**config.mk**
```make
export PLATFORM = sky130hd
export DESIGN_NAME = remote_drive_command_decoder
export DESIGN_NICKNAME = d
export VERILOG_FILES = /design/src/hw/rtl/rdcd_pkg.sv /design/src/hw/rtl/remote_drive_command_decoder.sv /design/src/hw/rtl/rdcd_cfg_regs.sv /design/src/hw/rtl/rdcd_decoder.sv
export SDC_FILE = /design/constraint.sdc
export NUM_CORES = 1
export LEC_CHECK = 0
export ABC_AREA = 1
export BUFFER_PORTS_ARGS = -buffer_cell sky130_fd_sc_hd__buf_4
export CAP_MARGIN = 10
export CELL_PAD_IN_SITES_DETAIL_PLACEMENT = 1
export CELL_PAD_IN_SITES_GLOBAL_PLACEMENT = 1
export CORE_MARGIN = 1
export CORE_UTILIZATION = 40
export CTS_BUF_LIST = sky130_fd_sc_hd__clkbuf_4
export DETAILED_ROUTE_END_ITERATION = 8
export PLACE_DENSITY_LB_ADDON = 0.1
export SKIP_CTS_REPAIR_TIMING = 1
export SLEW_MARGIN = 30
export SYNTH_ARGS = -nofsm -noshare
export SYNTH_HDL_FRONTEND = slang
export SYNTH_SLANG_ARGS = --single-unit
```
**constraint.sdc**
```tcl
create_clock -name clk_i -period 3.47 [get_ports clk_i]
set_input_delay 0.1735 -clock clk_i [delete_from_list [all_inputs] [get_ports clk_i]]
set_output_delay 0.1735 -clock clk_i [all_outputs]
set_load 0.01 [all_outputs]
```
**src/hw/rtl/rdcd_pkg.sv**
```systemverilog
`timescale 1ns / 1ps

package rdcd_pkg;

  localparam int unsigned TickCountWidthDef = 16;

  // configuration port
  localparam int unsigned CfgAddrW = 5;
  localparam int unsigned CfgDataW = 32;

  typedef enum logic [2:0] {
    REG_SPEED_LEVEL_0   = 3'd0,
    REG_SPEED_LEVEL_1   = 3'd1,
    REG_SPEED_LEVEL_2   = 3'd2,
    REG_SPEED_LEVEL_3   = 3'd3,
    REG_SPEED_COUNT     = 3'd4,
    REG_COAST_DELAY     = 3'd5
  } reg_idx_e;

  typedef enum logic [2:0] {
    ACT_NONE       = 3'd0,
    ACT_FWD        = 3'd1,
    ACT_REV        = 3'd2,
    ACT_LEFT       = 3'd3,
    ACT_RIGHT      = 3'd4,
    ACT_CORR_RIGHT = 3'd5,
    ACT_CORR_LEFT  = 3'd6,
    ACT_COAST      = 3'd7
  } action_e;

  typedef enum logic [3:0] {
    EV_NONE    = 4'd0,
    EV_MENU    = 4'd1,
    EV_SPEED   = 4'd2,
    EV_MODE    = 4'd3,
    EV_IGNORED = 4'd4,
    EV_UNKNOWN = 4'd5,
    EV_MOTION  = 4'd6,
    EV_TIMEOUT = 4'd7,
    EV_REFRESH = 4'd8
  } evt_e;

  typedef enum logic [1:0] {
    MODE_NONE   = 2'd0,
    MODE_AUTO   = 2'd1,
    MODE_SLAVE  = 2'd2,
    MODE_MANUAL = 2'd3
  } mode_e;

  // ascii codes
  localparam logic [7:0] CHAR_NUL     = 8'h00;
  localparam logic [7:0] CHAR_LF      = 8'h0a;
  localparam logic [7:0] CHAR_CR      = 8'h0d;
  localparam logic [7:0] CHAR_SPACE   = 8'h20;
  localparam logic [7:0] CHAR_ONE     = 8'h31;
  localparam logic [7:0] CHAR_FOUR    = 8'h34;
  localparam logic [7:0] CHAR_B       = 8'h42;
  localparam logic [7:0] CHAR_C       = 8'h43;
  localparam logic [7:0] CHAR_F       = 8'h46;
  localparam logic [7:0] CHAR_G       = 8'h47;
  localparam logic [7:0] CHAR_H       = 8'h48;
  localparam logic [7:0] CHAR_L       = 8'h4c;
  localparam logic [7:0] CHAR_R       = 8'h52;
  localparam logic [7:0] CHAR_S       = 8'h53;
  localparam logic [7:0] CHAR_U       = 8'h55;
  localparam logic [7:0] CHAR_W       = 8'h57;
  localparam logic [7:0] CHAR_X       = 8'h58;
  localparam logic [7:0] CHAR_A_LO    = 8'h61;
  localparam logic [7:0] CHAR_U_LO    = 8'h75;
  localparam logic [7:0] CHAR_W_LO    = 8'h77;
  localparam logic [7:0] CHAR_X_LO    = 8'h78;
  localparam logic [7:0] CHAR_Z_LO    = 8'h7a;
  localparam logic [7:0] CASE_OFFSET  = 8'd32;

  localparam logic [2:0] SpeedCountMax = 3'd4;

  typedef struct packed {
    logic [3:0][7:0] speed_level;
    logic [2:0]      speed_count;
    logic [15:0]     coast_delay;
  } cfg_t;

  localparam cfg_t CfgReset = '{
    speed_level: {8'd255, 8'd192, 8'd128, 8'd64},
    speed_count: 3'd4,
    coast_delay: 16'd500
  };

  // control state apart from the tick counter
  typedef struct packed {
    mode_e      mode;
    logic       menu;
    logic       selected;
    logic [1:0] speed_index;
    logic [7:0] active_motion;
    logic [7:0] last_motion;
  } ctl_t;

  localparam ctl_t CtlReset = '{
    mode:          MODE_NONE,
    menu:          1'b1,
    selected:      1'b0,
    speed_index:   2'd0,
    active_motion: 8'd0,
    last_motion:   8'd0
  };

  // packed as on the output stream, drive_action in the lowest bits
  typedef struct packed {
    logic [3:0] pad;
    evt_e       event_res;
    logic       mode_selected;
    logic       menu_active;
    mode_e      mode;
    logic [7:0] speed_value;
    logic       speed_write;
    action_e    drive_action;
  } result_t;

  function automatic action_e motion_action(input logic [7:0] c);
    action_e a;
    unique case (c)
      CHAR_F:         a = ACT_FWD;
      CHAR_B:         a = ACT_REV;
      CHAR_L:         a = ACT_LEFT;
      CHAR_R:         a = ACT_RIGHT;
      CHAR_H:         a = ACT_CORR_RIGHT;
      CHAR_G:         a = ACT_CORR_LEFT;
      CHAR_S, CHAR_C: a = ACT_COAST;
      default:        a = ACT_NONE;
    endcase
    return a;
  endfunction

endpackage

```
**src/hw/rtl/remote_drive_command_decoder.sv**
```systemverilog
`timescale 1ns / 1ps

// Remote drive command decoder. Each request on the input stream is either a
// received byte (tuser low, byte in tdata) or a one millisecond tick (tuser
// high) and yields exactly one result on the output stream. A request is
// registered on entry, decoded against the mode, speed and motion state in a
// single stage and the result is held in an output register, so one request
// is taken every clock cycle while m_axis_tready does not hold the output.
// The one decode stage that reads and updates the state sets that rate. The
// user must write speed table, speed count and stop delay over the APB port
// only while the stream is quiet; the block does not enforce this. No
// clearing pass after reset.
module remote_drive_command_decoder #(
  parameter int unsigned TickCountWidth = rdcd_pkg::TickCountWidthDef
) (
  input  logic                           clk_i,
  input  logic                           rst_ni,
  input  logic                           s_axis_tvalid,
  output logic                           s_axis_tready,
  input  logic [7:0]                     s_axis_tdata,  // rx_byte
  input  logic                           s_axis_tuser,  // command
  output logic                           m_axis_tvalid,
  input  logic                           m_axis_tready,
  // drive_action[2:0], speed_write[3], speed_value[11:4], mode[13:12],
  // menu_active[14], mode_selected[15], event_res[19:16], zero[23:20]
  output logic [23:0]                    m_axis_tdata,
  input  logic                           psel,
  input  logic                           penable,
  input  logic                           pwrite,
  input  logic [rdcd_pkg::CfgAddrW-1:0]  paddr,
  input  logic [rdcd_pkg::CfgDataW-1:0]  pwdata,
  output logic [rdcd_pkg::CfgDataW-1:0]  prdata,
  output logic                           pready
);
  import rdcd_pkg::*;

  cfg_t                      cfg;
  logic                      in_valid_q, in_valid_d;
  logic                      in_cmd_q;
  logic [7:0]                in_byte_q;
  logic                      out_valid_q, out_valid_d;
  result_t                   res_q, res_d;
  ctl_t                      ctl_q, ctl_d;
  logic [TickCountWidth-1:0] elapsed_q, elapsed_d;
  logic                      proc;

  rdcd_cfg_regs u_cfg (
    .clk_i   (clk_i),
    .rst_ni  (rst_ni),
    .psel    (psel),
    .penable (penable),
    .pwrite  (pwrite),
    .paddr   (paddr),
    .pwdata  (pwdata),
    .prdata  (prdata),
    .pready  (pready),
    .cfg_o   (cfg)
  );

  rdcd_decoder #(
    .TickCountWidth (TickCountWidth)
  ) u_dec (
    .cfg_i     (cfg),
    .ctl_i     (ctl_q),
    .elapsed_i (elapsed_q),
    .command_i (in_cmd_q),
    .rx_byte_i (in_byte_q),
    .ctl_o     (ctl_d),
    .elapsed_o (elapsed_d),
    .res_o     (res_d)
  );

  // decode moves on whenever the result register is free or being emptied
  assign proc          = in_valid_q && (!out_valid_q || m_axis_tready);
  assign s_axis_tready = !in_valid_q || proc;
  assign in_valid_d    = s_axis_tready ? s_axis_tvalid : in_valid_q;
  assign out_valid_d   = proc ? 1'b1 : (m_axis_tready ? 1'b0 : out_valid_q);

  always_ff @(posedge clk_i or negedge rst_ni) begin
    if (!rst_ni) begin
      in_valid_q  <= 1'b0;
      out_valid_q <= 1'b0;
      ctl_q       <= CtlReset;
      elapsed_q   <= '0;
    end else begin
      in_valid_q  <= in_valid_d;
      out_valid_q <= out_valid_d;
      if (proc) begin
        ctl_q     <= ctl_d;
        elapsed_q <= elapsed_d;
      end
    end
  end

  always_ff @(posedge clk_i) begin
    if (s_axis_tvalid && s_axis_tready) begin
      in_cmd_q  <= s_axis_tuser;
      in_byte_q <= s_axis_tdata;
    end
    if (proc) begin
      res_q <= res_d;
    end
  end

  assign m_axis_tvalid = out_valid_q;
  assign m_axis_tdata  = res_q;

  // the menu flag and the selected flag are always complements
  a_menu_sel: assert property (@(posedge clk_i) disable iff (!rst_ni)
    ctl_q.menu != ctl_q.selected)
    else $error("menu and selected flags agree");

  // in the menu no mode is in force
  a_menu_mode: assert property (@(posedge clk_i) disable iff (!rst_ni)
    ctl_q.menu |-> ctl_q.mode == MODE_NONE)
    else $error("mode set while menu active");

  // the applied motion tracks the active motion
  a_motion_track: assert property (@(posedge clk_i) disable iff (!rst_ni)
    ctl_q.active_motion == ctl_q.last_motion)
    else $error("applied motion differs from active motion");

  // a timeout leaves no active motion behind
  a_timeout_clear: assert property (@(posedge clk_i) disable iff (!rst_ni)
    proc && res_d.event_res == EV_TIMEOUT |=> ctl_q.active_motion == 8'd0)
    else $error("motion survives timeout");

  // a speed write is only issued with a speed event
  a_speed_evt: assert property (@(posedge clk_i) disable iff (!rst_ni)
    out_valid_q && res_q.speed_write |-> res_q.event_res == EV_SPEED)
    else $error("speed write without speed event");

endmodule

```
**src/hw/rtl/rdcd_cfg_regs.sv**
```systemverilog
`timescale 1ns / 1ps

module rdcd_cfg_regs (
  input  logic                            clk_i,
  input  logic                            rst_ni,
  input  logic                            psel,
  input  logic                            penable,
  input  logic                            pwrite,
  input  logic [rdcd_pkg::CfgAddrW-1:0]   paddr,
  input  logic [rdcd_pkg::CfgDataW-1:0]   pwdata,
  output logic [rdcd_pkg::CfgDataW-1:0]   prdata,
  output logic                            pready,
  output rdcd_pkg::cfg_t                  cfg_o
);
  import rdcd_pkg::*;

  cfg_t     cfg_q, cfg_d;
  logic     wr_en;
  reg_idx_e idx;

  assign pready = 1'b1;
  assign wr_en  = psel && penable && pwrite;
  assign idx    = reg_idx_e'(paddr[CfgAddrW-1:2]);

  always_comb begin
    cfg_d = cfg_q;
    if (wr_en) begin
      unique case (idx)
        REG_SPEED_LEVEL_0: cfg_d.speed_level[0] = pwdata[7:0];
        REG_SPEED_LEVEL_1: cfg_d.speed_level[1] = pwdata[7:0];
        REG_SPEED_LEVEL_2: cfg_d.speed_level[2] = pwdata[7:0];
        REG_SPEED_LEVEL_3: cfg_d.speed_level[3] = pwdata[7:0];
        REG_SPEED_COUNT:   cfg_d.speed_count    = pwdata[2:0];
        REG_COAST_DELAY:   cfg_d.coast_delay    = pwdata[15:0];
        default: ;
      endcase
    end
  end

  always_comb begin
    unique case (idx)
      REG_SPEED_LEVEL_0: prdata = CfgDataW'(cfg_q.speed_level[0]);
      REG_SPEED_LEVEL_1: prdata = CfgDataW'(cfg_q.speed_level[1]);
      REG_SPEED_LEVEL_2: prdata = CfgDataW'(cfg_q.speed_level[2]);
      REG_SPEED_LEVEL_3: prdata = CfgDataW'(cfg_q.speed_level[3]);
      REG_SPEED_COUNT:   prdata = CfgDataW'(cfg_q.speed_count);
      REG_COAST_DELAY:   prdata = CfgDataW'(cfg_q.coast_delay);
      default:           prdata = '0;
    endcase
  end

  always_ff @(posedge clk_i or negedge rst_ni) begin
    if (!rst_ni) begin
      cfg_q <= CfgReset;
    end else begin
      cfg_q <= cfg_d;
    end
  end

  assign cfg_o = cfg_q;

endmodule

```
**src/hw/rtl/rdcd_decoder.sv**
```systemverilog
`timescale 1ns / 1ps

module rdcd_decoder #(
  parameter int unsigned TickCountWidth = rdcd_pkg::TickCountWidthDef
) (
  input  rdcd_pkg::cfg_t              cfg_i,
  input  rdcd_pkg::ctl_t              ctl_i,
  input  logic [TickCountWidth-1:0]   elapsed_i,
  input  logic                        command_i,
  input  logic [7:0]                  rx_byte_i,
  output rdcd_pkg::ctl_t              ctl_o,
  output logic [TickCountWidth-1:0]   elapsed_o,
  output rdcd_pkg::result_t           res_o
);
  import rdcd_pkg::*;

  localparam int unsigned CmpW = (TickCountWidth > 16) ? TickCountWidth : 16;
  localparam logic [TickCountWidth-1:0] TickMax = {TickCountWidth{1'b1}};

  logic [TickCountWidth-1:0] elapsed_inc;
  logic [CmpW-1:0]           elapsed_ext;
  logic [CmpW-1:0]           delay_ext;
  logic [7:0]                c;
  logic [2:0]                cnt;
  logic [2:0]                idx;
  action_e                   act;

  always_comb begin
    ctl_o       = ctl_i;
    elapsed_o   = elapsed_i;
    res_o       = '0;
    res_o.drive_action = ACT_NONE;
    res_o.event_res    = EV_NONE;
    elapsed_inc = (elapsed_i == TickMax) ? elapsed_i : elapsed_i + 1'b1;
    elapsed_ext = CmpW'(elapsed_inc);
    delay_ext   = CmpW'(cfg_i.coast_delay);
    c           = rx_byte_i;
    cnt         = cfg_i.speed_count;
    idx         = 3'(rx_byte_i - CHAR_ONE);
    act         = ACT_NONE;

    if (rx_byte_i >= CHAR_A_LO && rx_byte_i <= CHAR_Z_LO) begin
      c = rx_byte_i - CASE_OFFSET;
    end
    if (cnt == 3'd0) begin
      cnt = 3'd1;
    end else if (cnt > SpeedCountMax) begin
      cnt = SpeedCountMax;
    end
    if (idx >= cnt) begin
      idx = cnt - 3'd1;
    end

    if (command_i) begin
      elapsed_o = elapsed_inc;
      if (ctl_i.active_motion != 8'd0 && elapsed_ext > delay_ext) begin
        res_o.drive_action  = ACT_COAST;
        res_o.event_res     = EV_TIMEOUT;
        ctl_o.active_motion = 8'd0;
        ctl_o.last_motion   = 8'd0;
      end
    end else if (rx_byte_i == CHAR_CR || rx_byte_i == CHAR_LF ||
                 rx_byte_i == CHAR_SPACE || rx_byte_i == CHAR_NUL) begin
      res_o.event_res = EV_IGNORED;
    end else if (rx_byte_i == CHAR_W_LO || rx_byte_i == CHAR_X_LO ||
                 rx_byte_i == CHAR_U_LO) begin
      ctl_o.mode      = MODE_NONE;
      ctl_o.menu      = 1'b1;
      ctl_o.selected  = 1'b0;
      res_o.event_res = EV_MENU;
    end else if (c >= CHAR_ONE && c <= CHAR_FOUR) begin
      ctl_o.speed_index  = idx[1:0];
      res_o.speed_write  = 1'b1;
      res_o.speed_value  = cfg_i.speed_level[idx[1:0]];
      res_o.event_res    = EV_SPEED;
    end else if (c == CHAR_W || c == CHAR_X || c == CHAR_U) begin
      ctl_o.mode      = (c == CHAR_W) ? MODE_AUTO :
                        (c == CHAR_X) ? MODE_SLAVE : MODE_MANUAL;
      ctl_o.menu      = 1'b0;
      ctl_o.selected  = 1'b1;
      res_o.event_res = EV_MODE;
    end else if (ctl_i.mode != MODE_MANUAL) begin
      res_o.event_res = EV_IGNORED;
    end else begin
      ctl_o.active_motion = c;
      elapsed_o           = '0;
      if (c != ctl_i.last_motion) begin
        act                = motion_action(c);
        res_o.drive_action = act;
        res_o.event_res    = (act != ACT_NONE) ? EV_MOTION : EV_UNKNOWN;
        ctl_o.last_motion  = c;
      end else begin
        res_o.event_res = EV_REFRESH;
      end
    end

    res_o.mode          = ctl_o.mode;
    res_o.menu_active   = ctl_o.menu;
    res_o.mode_selected = ctl_o.selected;
  end

endmodule
```
==> run_results.csv, run 1 <==
group,metric,value,unit
outcome,status,"completed",
synth,syn-cell-area,6770,sq um
floorplanning,num_rows,47,
cells_and_area,layout_commonest_cell,"nand2_1",
worst_setup_path,cp_common_cell,"nand2_1",
global_route,antenna_found_initial,1,
timing,fin_tns_setup,0,ns
hold_path,hp-class,"in2async",
cells_and_area,instances_no_fill,1187,
cells_and_area,area_growth_syn_to_layout,21.2,%
timing,relSlewSlack,0.385,
drt,vias_per_cell,5.12,
worst_setup_path,endpoint_kind,"flip-flop",
synth,ys_warn_count,0,
job,drv_cap,0,
placed_design,numPortBuffers,72,
drt,ant_nets,0,
timing,final.setup.worst_slack,0.168,ns
power,p_leak,4.03,nW
timing,max_freq,303,MHz
clock_tree,clock-sinks,118,
clock_tree,clk_latency,0.56,ns
clock_tree,clockBufferDepth,2,
synth,yosysSeqAreaShare,0.462,
clock_tree,clk_pin_slew_worst_paths,0.11,ns
timing,hold_violations,0,
timing,slew_violations,0,
worst_setup_path,slowest_delay,0.43,ns
global_route,track_usage,0.240,
floorplanning,die_h,132,microns
floorplanning,dieArea,17400,sq um
placed_design,dp_hpwl,14.9,mm
cells_and_area,layout.nets,1031,
global_route,use_met1,0.307,
timing,setup_violations,0,
floorplanning,die_w,132,microns
clock_tree,cts_tree,"done",
synth,synth_ff_type,"dfrtp_1",
global_route,grt_pass1_wl,32.5,mm
worst_setup_path,cp_top_family,"simple AND/OR/NAND/NOR gates",
timing,fin_skew,0.0163,ns
synth,async_flop_share,0.754,
drt,vias,6074,
placed_design,placed_cells,1121,
placed_design,gp_congestion,0.883,
drt,drt_iter0_drc,293,
global_route,gr-usage-met3,0.0411,
drt,drt-pass1-iter-count,6,
cells_and_area,postLayoutCellArea,8200,sq um
clock_tree,cts-root-buf,"clkbuf_4",
global_route,grt_max_degree,46,
worst_setup_path,cp_num_buf_inv,2,
floorplanning,start_util,0.409,
placed_design,placed_cell_area,7530,sq um
floorplanning,ios,112,
worst_setup_path,worstSetupPathType,"reg2reg",
global_route,grt_pass1_vias,6263,
timing,fin_crit_sh,0.952,
synth,post_synth_num_cell_types,46,
power,powerDensity,540,nW/um^2
global_route,overflow,0,
floorplanning,core-area,16500,sq um
worst_setup_path,cp.required,3.81,ns
clock_tree,htreeDepth,4,
drt,avgRoutedWirePerCell,17.0,microns
drt,route.detailed.drc,0,
cells_and_area,mostFrequentLayoutCells,"nand2_1, inv_1, buf_4",
global_route,grt_use_met2,0.414,
cells_and_area,final_util,0.496,
worst_setup_path,cpMaxStageDelayCell,"dfrtp_2",
synth,avgSynthCellArea,8.13,sq um
placed_design,dp_slack,-0.0207,ns
drt,wl,20.2,mm
timing,tightest_slew,0.921,ns
global_route,grt_most_used_layer,"met2",
timing,post-route-min-period,3.30,ns
clock_tree,cts_buffers,17,
synth,ys_ff_latch,118,
worst_setup_path,crit_path_start_kind,"flip-flop",
synth,synthCells,832,
worst_setup_path,path_cells,"nand2_2 > nor2_1 > nand3_2 > nor3_1 > nand3_2 > buf_6 > nand3_1 > nor2_1 > xor2_1 > ha_1 > nand2_1 > nor2_2 > nand2_1 > o211ai_1 > nand2_1 > nand2_1 > nand2_1 > inv_2 > nor2_1 > a21oi_1",
worst_setup_path,arrival,3.64,ns
power,ir_worst_vdd,248,uV
worst_setup_path,path_max_fanout,6,
synth,synth_edf_count,29,
cells_and_area,drive_above_1_share,0.201,
where the power goes:
group          leakage (nW)  internal, mW  total [mW]  switching, mW
clock                 0.130         0.342       0.905          0.563
combinational          2.53         0.579        1.53          0.949
sequential             1.37          1.79        1.99          0.207
layout make-up:
class                           count  area [sq um]
Inverter                          117           442
Sequential cell                   118          3120
Clock inverter                     15           113
Clock buffer                       17           128
Timing Repair Buffer              120           977
Fill cell                        2091          8320
Multi-Input combinational cell    579          3140
Tap cell                          220           275
Antenna cell                        1          2.50
flip-flops by register name (all words and copies together) (netlist names):
register,cells
ctl_q,20
u_cfg.cfg_o,51
m_axis_tdata,20
m_axis_tvalid,1
elapsed_q,16
in_byte_q,8
in_valid_q,1
in_cmd_q,1
cell families after synthesis:
family                     share of synthesized area
AOI/OAI and AO/OA                              0.144
buffers and inverters                          0.101
DFF                                            0.462
adders and majority gates                     0.0462
and+or+nand+nor                                0.229
other                                        0.00111
xor gates and xnor gates                      0.0181
synthesized netlist by cell type, types with 8 or more instances:
cell / number / area [sq um]
nand2_1: 210 / 788
dfrtp_1: 69 / 1730
ha_1: 25 / 313
buf_4: 21 / 158
xor2_1: 11 / 96.3
edfxtp_1: 29 / 871
nand3_1: 42 / 210
dfstp_2: 20 / 526
clkbuf_1: 11 / 41.3
o211ai_1: 16 / 120
a21oi_1: 25 / 125
o21ai_0: 83 / 415
nor3_1: 8 / 40.0
nor2_1: 58 / 218
inv_1: 109 / 409
o22ai_1: 10 / 62.6
path summary, 6_finish.rpt:
kind	from	endpoint	slack, ns	cells after the start
worst max-delay path	elapsed_q[4]	m_axis_tdata[16]	0.17	20
worst min-delay path	rst_ni	m_axis_tvalid	0.19	2
worst max register to register	elapsed_q[4]	m_axis_tdata[16]	0.17	20
worst min register to register	ctl_q[10]	ctl_q[10]	0.49	2
max in group asynchronous	rst_ni	u_cfg.cfg_o[18]	2.41	3
min in group clk_i	penable	u_cfg.cfg_o[18]	0.20	5
worst reg2reg max path, cell delays in order, from the launching register on:
cell,delay [ns]
dfrtp_2,0.43
nand2_2,0.10
nor2_1,0.14
nand3_2,0.11
nor3_1,0.22
nand3_2,0.17
buf_6,0.17
nand3_1,0.13
nor2_1,0.08
xor2_1,0.17
ha_1,0.29
nand2_1,0.07
nor2_2,0.15
nand2_1,0.07
o211ai_1,0.08
nand2_1,0.07
nand2_1,0.10
nand2_1,0.10
inv_2,0.09
nor2_1,0.05
a21oi_1,0.32
per-stage QoR:
step	total power, mW	hold WS [ns]
2_1_floorplan	2.93	-0.122
3_3_place_gp	3.36	0.238
3_5_place_dp	3.46	0.248
4_1_cts	4.37	-0.374
5_1_grt	4.77	0.216
6_report	4.43	0.186
per-layer routing:
layer | part of all wire | wire length, microns | vias up
li1 | - | - | 2946
met1 | 0.45 | 9060 | 3005
met2 | 0.50 | 10200 | 102
met3 | 0.035 | 712 | 21
met4 | 0.014 | 280 | 0
met5 | 0 | 0 | -
No activity file was read; power rests on OpenSTA's default activity.
==> run 2, diff against run 1 <==
--- a/config.mk
+++ b/config.mk
@@ -11,7 +11,7 @@
 export CELL_PAD_IN_SITES_DETAIL_PLACEMENT = 1
 export CELL_PAD_IN_SITES_GLOBAL_PLACEMENT = 1
 export CORE_MARGIN = 1
-export CORE_UTILIZATION = 40
+export CORE_UTILIZATION = 30
 export CTS_BUF_LIST = sky130_fd_sc_hd__clkbuf_4
 export DETAILED_ROUTE_END_ITERATION = 8
 export PLACE_DENSITY_LB_ADDON = 0.1
==> run 2 against run 1 <==
  * The flow now finishes with violations (design-rule violations)
  * Largest cell class unchanged
  * Routed wire length rose by 2.7%
  * Clock skew rose by 0.0045 ns
  * Sequential power barely moved
  * Combinational power rose by 4%
  * Final area rose by 3.3%
  * Critical path type unchanged
  * Via count rose by 0.33%
  * Largest power group unchanged
  * Highest routed layer unchanged
  * Critical endpoint unchanged
  * First-iteration DRC count fell by 25%
  * Critical path depth rose by 4
  * Worst hold slack got worse by 0.073 ns
  * Sequential cell count did not move
  * Maximum frequency rose by 1.7%
  * Count of clock-buffer cells in the layout rose by 1
==> run_results.csv, run 2 (same netlist as run 1, synthesis figures left out) <==
group,metric,value,unit
cells_and_area,drive_above_1_share,0.220,
hold_path,hp-class,"in2async",
placed_design,placed_cells,1190,
drt,avgRoutedWirePerCell,16.5,microns
drt,wl,20.8,mm
floorplanning,die_h,152,microns
worst_setup_path,regToRegEndpoint,"m_axis_tdata[16]",
power,combPwrFrac,0.336,
clock_tree,clk_latency,0.56,ns
timing,fin_crit_sh,0.935,
worst_setup_path,cp.required,3.78,ns
drt,drt-pass1-iter-count,7,
timing,tightest_slew,0.675,ns
power,clkPwrFrac,0.245,
power,p_seq_frac,0.419,
worst_setup_path,arrival,3.56,ns
global_route,grt_pass1_wl,33.3,mm
power,powerDensity,559,nW/um^2
clock_tree,cts-root-buf,"clkbuf_4",
cells_and_area,fillers,2629,
timing,setup_violations,0,
power,p_leak,4.14,nW
timing,slew_violations,0,
worst_setup_path,r2r_setup_slack,0.22,ns
drt,ant_nets,0,
clock_tree,htreeDepth,4,
clock_tree,cts_buffers,17,
timing,fin_tns_setup,0,ns
clock_tree,clockBufferDepth,2,
cells_and_area,area_growth_syn_to_layout,25.2,%
floorplanning,num_rows,54,
power,power_switching,1.77,mW
power,p_int,2.97,mW
timing,fin_skew,0.0208,ns
power,swShare,0.373,
worst_setup_path,worstSetupStartpoint,"elapsed_q[7]",
floorplanning,core-area,22000,sq um
global_route,grt_max_degree,36,
worst_setup_path,r2r-start,"elapsed_q[7]",
worst_setup_path,reg2regPathDepth,24,
drt,vias,6094,
cells_and_area,largest_reg_flops,51,
placed_design,placed_cell_area,7670,sq um
worst_setup_path,endpoint_kind,"flip-flop",
cells_and_area,layout_commonest_cell,"nand2_1",
power,ir_worst_vdd,211,uV
outcome,violations,"design-rule violations",
global_route,grt_pass1_vias,6233,
placed_design,numPortBuffers,72,
floorplanning,ios,112,
global_route,overflow,0,
worst_setup_path,path_max_fanout,4,
drt,vias_per_cell,4.84,
timing,post-route-min-period,3.25,ns
global_route,track_usage,0.185,
drt,route.detailed.drc,8,
cells_and_area,mostFrequentLayoutCells,"nand2_1, inv_1, buf_4",
floorplanning,start_util,0.308,
clock_tree,clock-sinks,118,
placed_design,dp_hpwl,15.3,mm
cells_and_area,postLayoutCellArea,8470,sq um
floorplanning,die_w,152,microns
clock_tree,cts_tree,"done",
job,drv_cap,0,
timing,relSlewSlack,0.548,
worst_setup_path,worstSetupPathType,"reg2reg",
cells_and_area,instances_no_fill,1259,
timing,max_freq,308,MHz
clock_tree,clk_pin_slew_worst_paths,0.13,ns
outcome,status,"finished with violations",
timing,hold_violations,0,
worst_setup_path,crit_path_start_kind,"flip-flop",
drt,drt_iter0_drc,220,
global_route,antenna_found_initial,1,
worst_setup_path,crit_end,"m_axis_tdata[16]",
placed_design,gp_congestion,0.847,
cells_and_area,layout.nets,1043,
floorplanning,dieArea,23200,sq um
power,total_power,4.74,mW
-- run 2: stage by stage --
stage / hold WS, ns / util / setup WS, ns
2_1_floorplan: -0.122 / - / 0.517
3_3_place_gp: 0.180 / 0.349 / 0.0844
3_5_place_dp: 0.183 / 0.349 / -0.0967
4_1_cts: -0.464 / 0.364 / -0.118
5_1_grt: 0.133 / 0.386 / -0.0447
6_report: 0.112 / 0.386 / 0.224
-- run 2: worst min-delay path by stage --
| stage | depth (start not counted) | endpoint |
|---|---|---|
| detailed placement | 1 | u_cfg.cfg_o[24] |
| floorplan | 0 | ctl_q[0] |
| global route | 2 | u_cfg.cfg_o[32] |
| global placement | 1 | u_cfg.cfg_o[24] |
| CTS | 1 | u_cfg.cfg_o[24] |
| finish | 2 | u_cfg.cfg_o[24] |
-- run 2: routing by layer --
metal,up-vias,share of wire,track usage
met2,108,0.48,0.304
met3,19,0.029,0.0307
met1,2991,0.48,0.248
li1,2976,-,-
met5,-,0,0
met4,0,0.013,0.0598
-- run 2: cell type report --
class / count / area [sq um] / area share
Antenna cell: 1 / 2.50 / 0.000295
Clock buffer: 18 / 135 / 0.0160
Clock inverter: 14 / 179 / 0.0211
Inverter: 117 / 442 / 0.0521
Multi-Input combinational cell: 579 / 3170 / 0.375
Sequential cell: 118 / 3120 / 0.369
Tap cell: 280 / 350 / 0.0414
Timing Repair Buffer: 132 / 1070 / 0.126
-- run 2: power groups by stage --
stage / combinational [mW] / clock (mW) / sequential, mW
2_1_floorplan: 0.959 / 0 / 1.97
3_3_place_gp: 1.42 / 0 / 1.99
3_5_place_dp: 1.48 / 0 / 2.00
4_1_cts: 1.49 / 1.21 / 1.98
5_1_grt: 1.81 / 1.25 / 2.03
6_report: 1.59 / 1.16 / 1.99
-- run 2: worst max-delay path, cell delays in order (launching register included) --
cell     delay [ns]
dfrtp_1        0.44
nand2_2        0.13
nor2_2         0.06
nand3_2        0.12
nor2_1         0.06
nand2_1        0.08
nor2_1         0.05
nand2_1        0.10
nand2_2        0.07
o21ai_2        0.20
o31ai_4        0.11
ha_1           0.31
nand2_1        0.07
inv_1          0.07
nand3_2        0.10
nor3_2         0.13
buf_4          0.13
nand3_1        0.10
nand2_1        0.08
nor2_1         0.04
nand2_1        0.11
inv_2          0.07
buf_4          0.14
nor2_2         0.14
a21oi_2        0.09
==> run 3, diff against run 2 <==
--- a/config.mk
+++ b/config.mk
@@ -5,7 +5,6 @@
 export SDC_FILE = /design/constraint.sdc
 export NUM_CORES = 1
 export LEC_CHECK = 0
-export ABC_AREA = 1
 export BUFFER_PORTS_ARGS = -buffer_cell sky130_fd_sc_hd__buf_4
 export CAP_MARGIN = 10
 export CELL_PAD_IN_SITES_DETAIL_PLACEMENT = 1
@@ -14,6 +13,7 @@
 export CORE_UTILIZATION = 30
 export CTS_BUF_LIST = sky130_fd_sc_hd__clkbuf_4
 export DETAILED_ROUTE_END_ITERATION = 8
+export HOLD_SLACK_MARGIN = 0.05
 export PLACE_DENSITY_LB_ADDON = 0.1
 export SKIP_CTS_REPAIR_TIMING = 1
 export SLEW_MARGIN = 30
==> run 3 against run 2 <==
  * The run ends with negative setup slack left
  * Highest routed layer unchanged
  * First-iteration DRC count down 17%
  * Synthesized area down 0.41%
  * Cell count down 14%
  * Die area down 0.41%
  * Routed wire length down 5.8%
  * Critical path type unchanged
  * Sequential cell count unchanged
  * Largest cell class unchanged
  * Worst hold slack better by 0.10 ns
  * Sequential power down 8%
  * Critical endpoint is now ctl_q[9]
  * Non-clock buffer count up 29
  * Via count down 12%
==> run_results.csv, run 3 <==
group,metric,value,unit
outcome,status,"finished with violations",
outcome,violations,"negative setup slack",
synth,synth_top_area_share,0.256,
floorplanning,ios,112,
clock_tree,clock-sinks,118,
floorplanning,die_w,152,microns
worst_setup_path,r2r-start,"elapsed_q[0]",
placed_design,placed_cells,1017,
cells_and_area,area_growth_syn_to_layout,27.2,%
cells_and_area,drive_above_1_share,0.347,
synth,yosysSeqAreaShare,0.463,
worst_setup_path,slowest_delay,0.50,ns
worst_setup_path,endpoint_kind,"flip-flop",
worst_setup_path,cp.required,3.90,ns
placed_design,dp_hpwl,14.2,mm
cells_and_area,final_util,0.392,
clock_tree,htreeDepth,4,
clock_tree,clockBufferDepth,2,
cells_and_area,largest_reg_flops,51,
global_route,use_met1,0.221,
timing,post-route-min-period,3.69,ns
worst_setup_path,worstSetupStartpoint,"elapsed_q[0]",
clock_tree,cts_buffers,17,
timing,relSlewSlack,0.445,
drt,vias,5376,
worst_setup_path,regToRegEndpoint,"ctl_q[9]",
worst_setup_path,crit_end,"ctl_q[9]",
synth,synth_ff_type,"dfrtp_1",
cells_and_area,layout.nets,867,
drt,drt_iter0_drc,183,
worst_setup_path,path_cells,"ha_1 > and3_2 > and4_4 > nor2_4 > nand3_1 > xnor2_1 > ha_1 > nand2_1 > or4_4 > a21oi_2 > a211oi_1 > nand2_1 > o211ai_1 > a221o_2 > mux2_4",
worst_setup_path,cpMaxStageDelayCell,"or4_4",
floorplanning,die_h,152,microns
synth,ys_warn_count,0,
floorplanning,dieArea,23100,sq um
global_route,track_usage,0.174,
worst_setup_path,reg2regPathDepth,15,
synth,avgSynthCellArea,10.6,sq um
worst_setup_path,arrival,4.12,ns
worst_setup_path,r2r_setup_slack,-0.22,ns
synth,synth_common_cells,"dfrtp_1, mux2_2, nand2_1",
timing,max_freq,271,MHz
global_route,overflow,0,
global_route,grt_max_degree,62,
job,drv_cap,0,
timing,hold_ws,0.213,ns
clock_tree,cts_tree,"done",
timing,slew_violations,0,
synth,synth_top_cell_by_area,"dfrtp_1",
clock_tree,clk_pin_slew_worst_paths,0.13,ns
cells_and_area,fillers,2452,
power,p_leak,3.88,nW
drt,route.detailed.drc,0,
drt,ant_nets,0,
synth,ys_top_cells_by_area,"dfrtp_1, edfxtp_1, mux2_2, dfstp_2, ha_1",
placed_design,dp_slack,-0.369,ns
timing,fin_tns_setup,-2.35,ns
synth,post_synth_num_cell_types,58,
synth,syn-cell-area,6740,sq um
timing,fin_crit_sh,1.06,
floorplanning,num_rows,54,
global_route,grt_pass1_vias,5800,
drt,wl,19.6,mm
timing,rsz0062_at_grt,"true",
global_route,antenna_found_initial,1,
synth,synthCells,634,
synth,ys_ff_latch,118,
timing,tightest_slew,0.833,ns
timing,setup_violations,16,
global_route,grt_use_met2,0.300,
power,powerDensity,473,nW/um^2
worst_setup_path,path_max_fanout,8,
timing,hold_violations,0,
timing,final.setup.worst_slack,-0.223,ns
placed_design,numPortBuffers,72,
clock_tree,clk_latency,0.56,ns
clock_tree,cts-root-buf,"clkbuf_4",
global_route,grt_most_used_layer,"met2",
cells_and_area,mostFrequentLayoutCells,"buf_4, dfrtp_1, mux2_2",
hold_path,hp-class,"in2reg",
global_route,gr-usage-met3,0.0339,
floorplanning,core-area,21900,sq um
drt,vias_per_cell,4.96,
cells_and_area,instances_no_fill,1083,
drt,drt-pass1-iter-count,4,
drt,avgRoutedWirePerCell,18.1,microns
placed_design,gp_congestion,0.830,
synth,synth_edf_count,29,
synth,async_flop_share,0.754,
timing,fin_skew,0.0282,ns
cells_and_area,layout_commonest_cell,"buf_4",
synth,synth.most_common_cell,"dfrtp_1",
global_route,grt_pass1_wl,31.8,mm
floorplanning,start_util,0.308,
power,ir_worst_vdd,178,uV
worst_setup_path,crit_path_start_kind,"flip-flop",
worst_setup_path,worstSetupPathType,"reg2reg",
[run 3: how the worst min path moves through the flow]
stage | from | end | slack, ns | cells past startpoint
detailed placement | rst_ni | u_cfg.cfg_o[20] | 0.32 | 1
global placement | rst_ni | u_cfg.cfg_o[20] | 0.31 | 1
CTS | rst_ni | u_cfg.cfg_o[20] | -0.31 | 1
finish | paddr[3] | u_cfg.cfg_o[28] | 0.21 | 3
global route | paddr[3] | u_cfg.cfg_o[28] | 0.19 | 3
floorplan | rst_ni | ctl_q[0] | -0.12 | 0
[run 3: per-layer routing]
layer | routed length, microns | vias to the layer above
met2 | 9860 | 86
met1 | 8960 | 2701
li1 | - | 2565
met4 | 243 | 0
met5 | 0 | -
met3 | 493 | 24
[run 3: final cells by class]
cell class,count,area (sq um),share of cell area
antenna,1,2.50,0.000292
clock buffer,20,150,0.0175
clock inverter,12,160,0.0187
inverter,41,154,0.0180
multi-input combinational,450,3340,0.390
sequential,118,3120,0.364
tap,280,350,0.0409
timing repair buffer,161,1290,0.151
[run 3: metrics by stage]
| stage | power (mW) | area (sq um) |
|---|---|---|
| after global routing | 4.31 | 8570 |
| after CTS | 4.08 | 8210 |
| after floorplan | 2.51 | 6860 |
| after global placement | 2.87 | 7900 |
| final | 4.05 | 8570 |
| after detailed placement | 2.91 | 7900 |
[run 3: cell families after synthesis]
| group | synth area share |
|---|---|
| AO/OA/AOI/OAI | 0.125 |
| XOR/XNOR | 0.0260 |
| adder cells (fa/ha/maj) | 0.0464 |
| buffers and inverters | 0.0622 |
| flip-flops | 0.463 |
| multiplexers | 0.140 |
| other | 0.00111 |
| AND/OR/NAND/NOR | 0.136 |
[run 3: where the power goes]
group	internal, mW	switching (mW)
registers	1.68	0.158
logic	0.550	0.518
clock network	0.586	0.557
[run 3: worst max-delay path, delay by kind of cell, from the launching register on]
family | cells | cell delay, ns
compound gates | 4 | 0.80
mux | 1 | 0.33
simple gates | 7 | 1.37
xor+xnor | 1 | 0.16
flops | 1 | 0.40
fa+ha+maj | 2 | 0.50
